<file path="src/rtl/core/eqc_ram.sv">
// Generic single-write, single-read synchronous RAM with a registered read.
// Depends on nothing.
module eqc_ram #(
    parameter int WIDTH = 8,
    parameter int DEPTH = 16,
    localparam int AW = (DEPTH > 1) ? $clog2(DEPTH) : 1
) (
    input  logic             clk,
    input  logic             we,
    input  logic [AW-1:0]    waddr,
    input  logic [WIDTH-1:0] wdata,
    input  logic [AW-1:0]    raddr,
    output logic [WIDTH-1:0] rdata
);

    logic [WIDTH-1:0] mem [DEPTH];

    always_ff @(posedge clk)
    begin
        if (we)
        begin
            mem[waddr] <= wdata;
        end
        rdata <= mem[raddr];
    end

endmodule

</file>
<file path="config.mk">
export PLATFORM = sky130hd
export DESIGN_NAME = eqc_ram
export DESIGN_NICKNAME = d
export VERILOG_FILES = /design/src/rtl/core/eqc_ram.sv
export SDC_FILE = /design/constraint.sdc
export NUM_CORES = 1
export LEC_CHECK = 0
export ABC_AREA = 1
export BUFFER_PORTS_ARGS = -buffer_cell sky130_fd_sc_hd__buf_2
export CAP_MARGIN = 30
export CORE_ASPECT_RATIO = 1.75
export CORE_MARGIN = 4
export CORE_UTILIZATION = 42
export CTS_CLUSTER_DIAMETER = 120
export DETAILED_ROUTE_END_ITERATION = 10
export GPL_ROUTABILITY_DRIVEN = 1
export PLACE_DENSITY_LB_ADDON = 0.05
export SYNTH_ARGS = -nofsm -noshare
export SYNTH_HDL_FRONTEND = slang
export SYNTH_SLANG_ARGS = --single-unit
export TNS_END_PERCENT = 5
</file>
<file path="constraint.sdc">
create_clock -name clk -period 2.4 [get_ports clk]
set_clock_uncertainty 0.1 [all_clocks]
set_input_delay 0.12 -clock clk [delete_from_list [all_inputs] [get_ports clk]]
set_output_delay 0.12 -clock clk [all_outputs]
set_load 0.03 [all_outputs]
</file>
==> summary.md <==
| Metric | Value |
|---|---|
| Initial Util | `0.4287` |
| CTS tree | `built` |
| Die Ht | `163.0 µm` |
| CTS Buf Count | `17` |
| Switching share of power | `0.2137` |
| CTS Sinks | `roughly 140` |
| Crit path max fanout | `1` |
| Crit Path Category | `register to output pin` |
| Wire per inst | `18.01 µm` |
| Gpl congestion | `around 0.8` |
| DP HPWL | `8618 µm` |
| Worst-Skew Late Latency | `0.42 ns` |
| CTS Root Cell | `clkbuf_16` |
| Largest net degree at the start of global routing | `65` |
| Full die area | `0.01574 mm²` |
| Mapped Avg Cell Area | `between 10 and 15 µm²` |
| Row cnt | `56` |
| Switching pwr | `~1.2 mW` |
| Synthesized netlist cell count | `551` |
| Internal | `4.570 mW` |
| CP max stage cell | `dfxtp_1` |
| Worst-case vdd ir drop | `between 500 and 600 µV` |
| YS warnings | `0` |
| Clock Path Buffers | `2` |
| Fin Setup TNS | `0 ns` |
| Total gr overflow | `0` |
| Sequential-to-total area share from yosys stat | `0.6943` |
| First-iteration detailed-routing DRC count | `approximately 250` |
| Width of the die | `96.58 µm` |
| Pleak | `just under 3 nW` |
| Cell family with most CP delay | `flip-flops` |
| CP peak stage delay | `0.39 ns` |
| Post-Syn Area | `around 0.0058 mm²` |
| Worst-path cell chain | `buf_2` |
| First-pass GRT wire length | `between 20000 and 25000 µm` |
| Vias in the first global route | `3839` |
| Routed Wire Length | `13850 µm` |
| Critical Path RT | `~2.2 ns` |
| RSZ-0062 raised after global routing | `false` |
| Layout cells sized above 1 | `0.1143` |
| Worst hold slack | `between 0.02 and 0.03 ns` |
| Yosys reg bits | `136` |
| Slew margin rel. | `0.4724` |
| Routed via count | `3727` |
| Setup Viol. Count Final | `0` |
| Startpoint Class | `register` |
| Cell variety after synth | `12` |
| Top-area cell type share of the netlist area | `0.6665` |
| Core ar. | `0.01345 mm²` |
| Main area contributors after synthesis | `edfxtp_1, nand2_1, nand3_1, inv_1, dfxtp_1` |
| Crit path time final | `1.251 ns` |
| Final hold vios | `0` |
| HP Class | `input port to register` |
| Final non-filler cell total | `slightly below 800` |
| Largest area contributor in the netlist | `edfxtp_1` |
| Post-Syn Nets | `569` |
| TritonRoute pass-1 iters | `5` |
| GRT Overall Usage | `0.1929` |
| CP Capture Type | `output pin` |
| Boundary pin count | `26` |
| Period utilization | `0.5212` |
| # H-tree levels | `4` |
| Area delta synth->final | `15.84%` |
| Crit path buffers/inverters | `1` |
| Post-cts sizing count | `0` |
| Placed cells | `736` |
| Initial antenna violation count | `0` |
| Clock Power Share | `0.480` |
| Worst-Margin Slew | `0.7885 ns` |
| DRC Markers | `0` |
| CP arrival | `around 1.0 ns` |
| Sequential share of power | `0.460` |
| Final net count | `600` |
| Placed Area | `~0.0060 mm²` |
| Clock transition at path regs | `0.06 ns` |
| Design Area, Final | `around 0.0067 mm²` |
| Comb pwr share | `0.060` |
| IO buf count | `25` |
| Final-report max-slew violation count | `0` |
| Status | `complete, no violations` |
| ANT cells | `0` |
| Post-DRT Antenna Nets | `0` |
| Power per cell area | `870.1 mW/mm²` |
| Via-to-Cell Ratio | `about 4.8` |
| Fmax | `799.4 MHz` |
| Max Cap Violations | `0` |
==> timing repair <==
item	CTS	global route
setup buffers	0	0
hold buffers	1	0
hold endpoints to repair	8	0
==> synthesized netlist by cell type, drive strengths merged <==
| master | count |
|---|---|
| buf | 24 |
| nand2 | 173 |
| dfxtp | 8 |
| inv | 102 |
| edfxtp | 128 |
| nor2 | 17 |
| nand3 | 97 |
| nand3b | 2 |
==> cells by family (layout without fill, tap and decap cells) <==
| family | Yosys count | after routing | share of synthesized area |
|---|---|---|---|
| buffers and inverters | 126 | 170 | 0.09525 |
| and+or+nand+nor | 289 | 289 | 0.2105 |
| DFF | 136 | 136 | 0.6943 |
==> routing by layer <==
| layer | wire length (µm) | track usage | vias up | part of all wire |
|---|---|---|---|---|
| met5 | 0 | 0 | - | 0 |
| met4 | 291 | 0.07088 | 0 | 0.021 |
| met3 | 515 | 0.04194 | 15 | 0.037 |
| met2 | 7441 | 0.3368 | 93 | 0.54 |
| met1 | 5600 | 0.2288 | 1788 | 0.40 |
| li1 | - | - | 1831 | - |
==> per-stage QoR <==
step,utilization,setup slack (ns),total power [mW]
floorplan,-,1.229,2.936
global placement,0.4483,0.7316,3.078
detailed placement,0.4483,0.7163,3.081
CTS,0.4966,1.145,5.848
global route,0.4966,1.019,5.996
finish,0.4966,1.149,5.813
==> cells in the final DEF, fill, tap and decap left out, types with 2 or more instances in the layout <==
cell type,synthesis,routed
buf_2,13,25
bufinv_16,0,4
clkbuf_8,0,3
clkinv_2,0,3
nor2_1,17,17
buf_4,4,9
inv_1,100,100
edfxtp_1,128,128
inv_6,0,2
clkbuf_16,0,17
nand3_1,97,97
nand2_1,173,173
dfxtp_1,8,8
nand3b_1,2,2
inv_2,2,2
==> power groups by stage <==
stage | combinational (mW) | sequential [mW] | clock, mW
3_5_place_dp | 0.357 | 2.72 | 0
2_1_floorplan | 0.187 | 2.75 | 0
6_report | 0.351 | 2.67 | 2.79
5_1_grt | 0.390 | 2.68 | 2.93
4_1_cts | 0.359 | 2.67 | 2.81
3_3_place_gp | 0.355 | 2.72 | 0
==> area by class of cell <==
type	instances	area (µm²)
Inverter	102	382.9
Clock inverter	11	168.9
Tap cell	174	217.7
Timing Repair Buffer	36	222.7
Multi-Input combinational cell	289	1214
Fill cell	1263	6773
Sequential cell	136	4004
Clock buffer	21	470.5
==> state kept, by name (all words and copies together) (netlist names) <==
register  cells
mem         128
rdata         8
==> path summary, 6_finish.rpt <==
path         slack, ns    endpoint  cells after the start        from
max               1.15    rdata[3]                      1    rdata[3]
max reg2reg       1.24    rdata[7]                      6   mem[3][7]
min reg2reg       0.55    rdata[2]                      6  mem[12][2]
min               0.03  mem[10][4]                      1    wdata[4]
Power figures use the tool's default switching activity.
