### config.mk
export PLATFORM = sky130hd
export DESIGN_NAME = eqc_mac
export DESIGN_NICKNAME = d
export VERILOG_FILES = /design/src/rtl/core/eqc_pkg.sv /design/src/rtl/core/eqc_mac.sv
export SDC_FILE = /design/constraint.sdc
export NUM_CORES = 2
export LEC_CHECK = 0
export ABC_AREA = 1
export BUFFER_PORTS_ARGS = -buffer_cell sky130_fd_sc_hd__buf_2
export CAP_MARGIN = 20
export CORE_MARGIN = 4
export CORE_UTILIZATION = 40
export CTS_BUF_LIST = sky130_fd_sc_hd__clkbuf_4
export DETAILED_ROUTE_END_ITERATION = 12
export REMOVE_ABC_BUFFERS = 1
export SYNTH_ARGS = -nofsm -noshare
export SYNTH_HDL_FRONTEND = slang
export SYNTH_SLANG_ARGS = --single-unit
export TNS_END_PERCENT = 100
### constraint.sdc
create_clock -name clk -period 7.6 [get_ports clk]
set_clock_uncertainty 0.15 [all_clocks]
set_input_delay 0.76 -clock clk [delete_from_list [all_inputs] [get_ports clk]]
set_output_delay 0.76 -clock clk [all_outputs]
set_load 0.05 [all_outputs]
### src/rtl/core/eqc_pkg.sv
// Shared types and constants for the multichannel biquad equalizer cascade.
// Used by every module of the block but eqc_ram; depends on nothing.
package eqc_pkg;

    localparam int SAMPLE_W  = 24;
    localparam int COEF_W    = 32;
    localparam int COEF_FRAC = COEF_W - 4;
    localparam int NUM_TERMS = 5;
    localparam int ACC_W     = SAMPLE_W + COEF_W + 3;

    localparam logic [1:0] CMD_FILTER = 2'd0;
    localparam logic [1:0] CMD_COEF   = 2'd1;
    localparam logic [1:0] CMD_ENABLE = 2'd2;

    localparam logic [2:0] TERM_B0 = 3'd0;
    localparam logic [2:0] TERM_B1 = 3'd1;
    localparam logic [2:0] TERM_B2 = 3'd2;
    localparam logic [2:0] TERM_A1 = 3'd3;
    localparam logic [2:0] TERM_A2 = 3'd4;

    typedef struct packed {
        logic [1:0]                 cmd;
        logic [2:0]                 channel;
        logic [1:0]                 band;
        logic [2:0]                 term_index;
        logic signed [COEF_W-1:0]   coef_value;
        logic                       band_on;
        logic signed [SAMPLE_W-1:0] sample_in;
    } req_t;

    typedef struct packed {
        logic [2:0]                 out_channel;
        logic signed [SAMPLE_W-1:0] sample_out;
        logic                       clipped;
    } rsp_t;

    typedef enum logic [2:0] {
        ST_IDLE,
        ST_BAND,
        ST_MAC,
        ST_ACC,
        ST_WB,
        ST_DONE
    } state_t;

    // Controls from the sequencer to the multiply-accumulate unit.
    typedef struct packed {
        logic mul_en;
        logic mul_neg;
        logic acc_load;
        logic acc_en;
    } mac_ctrl_t;

    // Coefficients that a stage holds until it is first written (Q3.28 peak filter).
    function automatic logic signed [COEF_W-1:0] coef_reset(input logic [2:0] term);
        logic signed [COEF_W-1:0] c;
        case (term)
            TERM_B0: c = 32'sd279631899;
            TERM_B1: c = -32'sd363715816;
            TERM_B2: c = 32'sd234739827;
            TERM_A1: c = -32'sd363715816;
            TERM_A2: c = 32'sd245936270;
            default: c = '0;
        endcase
        return c;
    endfunction

endpackage

### src/rtl/core/eqc_mac.sv
// Shared multiply-accumulate unit with rounding and saturation of the result.
// Depends on eqc_pkg.
module eqc_mac (
    input  logic                                 clk,
    input  eqc_pkg::mac_ctrl_t                   ctrl,
    input  logic signed [eqc_pkg::COEF_W-1:0]    coef,
    input  logic signed [eqc_pkg::SAMPLE_W-1:0]  opnd,
    output logic signed [eqc_pkg::SAMPLE_W-1:0]  y,
    output logic                                 sat
);

    localparam int SW = eqc_pkg::SAMPLE_W;
    localparam int PW = eqc_pkg::SAMPLE_W + eqc_pkg::COEF_W;
    localparam int AW = eqc_pkg::ACC_W;
    localparam logic signed [AW-1:0] ROUND = AW'(1) << (eqc_pkg::COEF_FRAC - 1);
    localparam logic signed [AW-1:0] SMAX = {{(AW-SW+1){1'b0}}, {(SW-1){1'b1}}};
    localparam logic signed [AW-1:0] SMIN = {{(AW-SW+1){1'b1}}, {(SW-1){1'b0}}};

    logic signed [PW-1:0] prod_reg;
    logic                 neg_reg;
    logic signed [AW-1:0] acc_reg;
    logic signed [AW-1:0] term_ext;
    logic signed [AW-1:0] rnd;
    logic signed [AW-1:0] shifted;

    always_ff @(posedge clk)
    begin
        if (ctrl.mul_en)
        begin
            prod_reg <= coef * opnd;
            neg_reg  <= ctrl.mul_neg;
        end
        if (ctrl.acc_load)
        begin
            acc_reg <= term_ext;
        end
        else if (ctrl.acc_en)
        begin
            acc_reg <= acc_reg + term_ext;
        end
    end

    always_comb
    begin
        term_ext = $signed({{(AW-PW){prod_reg[PW-1]}}, prod_reg});
        if (neg_reg)
        begin
            term_ext = -term_ext;
        end
        rnd     = acc_reg + ROUND;
        shifted = rnd >>> eqc_pkg::COEF_FRAC;
        sat     = 1'b0;
        y       = shifted[SW-1:0];
        if (shifted > SMAX)
        begin
            y   = SMAX[SW-1:0];
            sat = 1'b1;
        end
        else if (shifted < SMIN)
        begin
            y   = SMIN[SW-1:0];
            sat = 1'b1;
        end
    end

endmodule

==> key figures <==
Placement
  • Port buffer count: 85
  • Area of placed instances: 43000 µm²
  • Routability cong.: 0.973
  • Dpl hpwl: 109 mm

Logic synthesis
  • Ys Warns: 0
  • Most frequent cell after synthesis: nand2_1
  • Top cell type's share of synthesized area: 0.389
  • Sequential share of the synthesized area: 0.0864
  • Synthesized instance count: 5545
  • Synth area leader: fa_1
  • Post-synth EDFFs: 116
  • Post-synth ARST share: 0
  • Synth area leaders: fa_1 (39%), nand2_1 (15%), inv_1 (14%)
  • Seq cells post-synth: 116
  • Synth cell count leaders: nand2_1 (1579), inv_1 (1473), fa_1 (784), nor2_1 (406), ha_1 (210)
  • Post-synth cell types: 39
  • Dominant synthesized flop cell: edfxtp_1
  • Mapped Area: 40300 µm²
  • Syn Area/Cell: 7.27 µm²

Die
  • Die H: 325 µm
  • Die area: 106000 µm²
  • Starting Density: 0.403
  • CORE AREA: 100000 µm²
  • Die Width: 325 µm
  • # rows: 116
  • # IOs: 86

Route
  • Post-Route WL: 127 mm
  • Antenna-violating nets left: 0
  • Via density: 4.98
  • Vias: 34532
  • DR pass1 iterations: 5
  • Post-route DRC: 0
  • Initial drt markers: 2326
  • Avg WL per Cell: 18.4 µm

Clock tree
  • CTS tree: built
  • Max Root-Sink Buffers: 2
  • CTS sink count: 116
  • Clk_lat worst skew: 0.62 ns
  • Number of setup buffers added after CTS: 0
  • CTS HTree Levels: 4
  • CTS root buffer: clkbuf_4
  • Hold_buf cts: 0
  • Post-cts resize count: 0
  • Total CTS buffers: 17
  • Clk slew on worst S/H paths: 0.11 ns

Cells and area
  • Filler instances: 10428
  • FF+latch area: 3480 µm²
  • Final Net Count: 6683
  • Layout area overhead: 7.40%
  • Max reg flops: 59
  • Layout cells sized above 1: 0.0516
  • Multi-input gate area: 30700 µm²
  • Post-route cell area: 43300 µm²

STA
  • RSZ-0062 raised after global routing: false
  • Highest clock rate: 143 MHz
  • Worst rel slew slack: 0.424
  • Fin crit period: 7.02 ns
  • Hold WS: 0.181 ns
  • Final setup viols: 0
  • Final Hold Viols: 0
  • Worst-Margin Slew: 0.864 ns
  • Slew Viols, Final: 0
  • Tcrit/Tclk final: 0.923

Critical path
  • Worst Path Arrival: 7.24 ns
  • Crit path kind: in2reg
  • Worst-path fanout max: 28
  • Req. time, crit path: 7.83 ns
  • Worst Setup End Kind: flop
  • R2R cell count: 17
  • CP startpoint kind: primary input

Global routing
  • First-pass GRT wire length: 202 mm
  • Initial antenna violation count: 2
  • Vias in the first global route: 36312
  • Total track usage: 0.243
  • Grt total ovfl: 0
  • Pin count of the biggest net entering global routing: 67

Run status
  • Status: finished, final reports clean

Worst hold path
  • Hold path depth: 1
  • HP Class: in2reg

Flow run
  • Max-Cap Viols: 0
final timing paths:
path / slack, ns / startpoint / endpoint
worst max-delay path: 0.58 / opnd[16] / prod_reg[53]$_DFFE_PP_
worst max register to register: 3.01 / prod_reg[0]$_DFFE_PP_ / acc_reg[55]$_DFFE_PP_
worst min-delay path: 0.18 / ctrl[2] / neg_reg$_DFFE_PP_
worst min register to register: 0.52 / acc_reg[0]$_DFFE_PP_ / acc_reg[0]$_DFFE_PP_
worst max-delay path, cell delays in order:
cell	delay, ns
buf_2	0.60
nand2_1	0.20
fa_1	0.54
inv_1	0.05
fa_1	0.48
fa_1	0.59
fa_1	0.43
fa_1	0.46
fa_1	0.49
inv_1	0.05
fa_1	0.57
inv_1	0.07
ha_1	0.44
nand2_1	0.16
nor2_1	0.17
inv_1	0.09
nor2_1	0.09
inv_1	0.07
nor2_1	0.36
nand2_1	0.10
or2_2	0.32
nand3_1	0.07
nand2_1	0.05
stage by stage:
step | cells | setup slack [ns] | util | setup TNS, ns
after global placement | 6907 | -0.0252 | 0.430 | -0.0469
after CTS | 6939 | 0.654 | 0.433 | 0
after global routing | 6940 | 0.349 | 0.433 | 0
after floorplan | 5383 | 0.802 | - | 0
after detailed placement | 6907 | 0.0144 | 0.430 | 0
final | 6940 | 0.582 | 0.433 | 0
kinds of logic (layout without fill, tap and decap cells):
group / after synthesis / count (layout) / synth area share
and+or+nand+nor: 2304 / 2304 / 0.228
DFF: 116 / 116 / 0.0864
AOI/OAI and AO/OA: 362 / 362 / 0.0491
xor gates and xnor gates: 132 / 132 / 0.0287
other: 0 / 1 / 0
adders and majority gates: 994 / 994 / 0.455
buffers and inverters: 1637 / 1733 / 0.153
cell type report:
cell class / count / share of cell area
antenna: 1 / 0.0000578
inverter: 1475 / 0.128
timing repair buffer: 226 / 0.0380
tap: 1298 / 0.0375
multi-input combinational: 3792 / 0.708
sequential: 116 / 0.0805
clock inverter: 15 / 0.00477
clock buffer: 17 / 0.00295
routing by layer:
layer / GRT usage / wire, µm / part of all wire
met1: 0.324 / 55600 / 0.44
met2: 0.422 / 61700 / 0.48
met3: 0.0223 / 6240 / 0.049
met4: 0.0693 / 3920 / 0.031
met5: 0 / 0 / 0
cell usage in the layout, fill, tap and decap left out, types with 2 or more instances in the layout:
cell type   netlist  layout
nand2_1        1579    1579
inv_1          1473    1473
fa_1            784     784
nor2_1          406     406
ha_1            210     210
nand3_1         187     187
a21oi_1         180     180
buf_4             0     128
o21ai_0         116     116
edfxtp_1        116     116
xor2_1           90      90
buf_2             2      85
xnor2_1          42      42
nand4_1          41      41
nor3_1           36      36
o21bai_1         27      27
or2_2            21      21
clkbuf_4          0      17
buf_12            0      13
a21o_1           10      10
nor4_1           10      10
a21boi_0          9       9
o21a_1            8       8
nand3b_1          7       7
and2_1            5       5
o211ai_1          5       5
clkinvlp_4        0       5
nor2_2            4       4
bufinv_16         0       4
clkinv_4          0       3
o21ai_1           2       2
o31ai_1           2       2
a31oi_1           2       2
nor3_4            2       2
nand2_2           2       2
inv_6             0       2
Power is left out: the tool's default activity adds up to more than one toggle a clock period on the data nets, which glitch-free logic cannot reach.
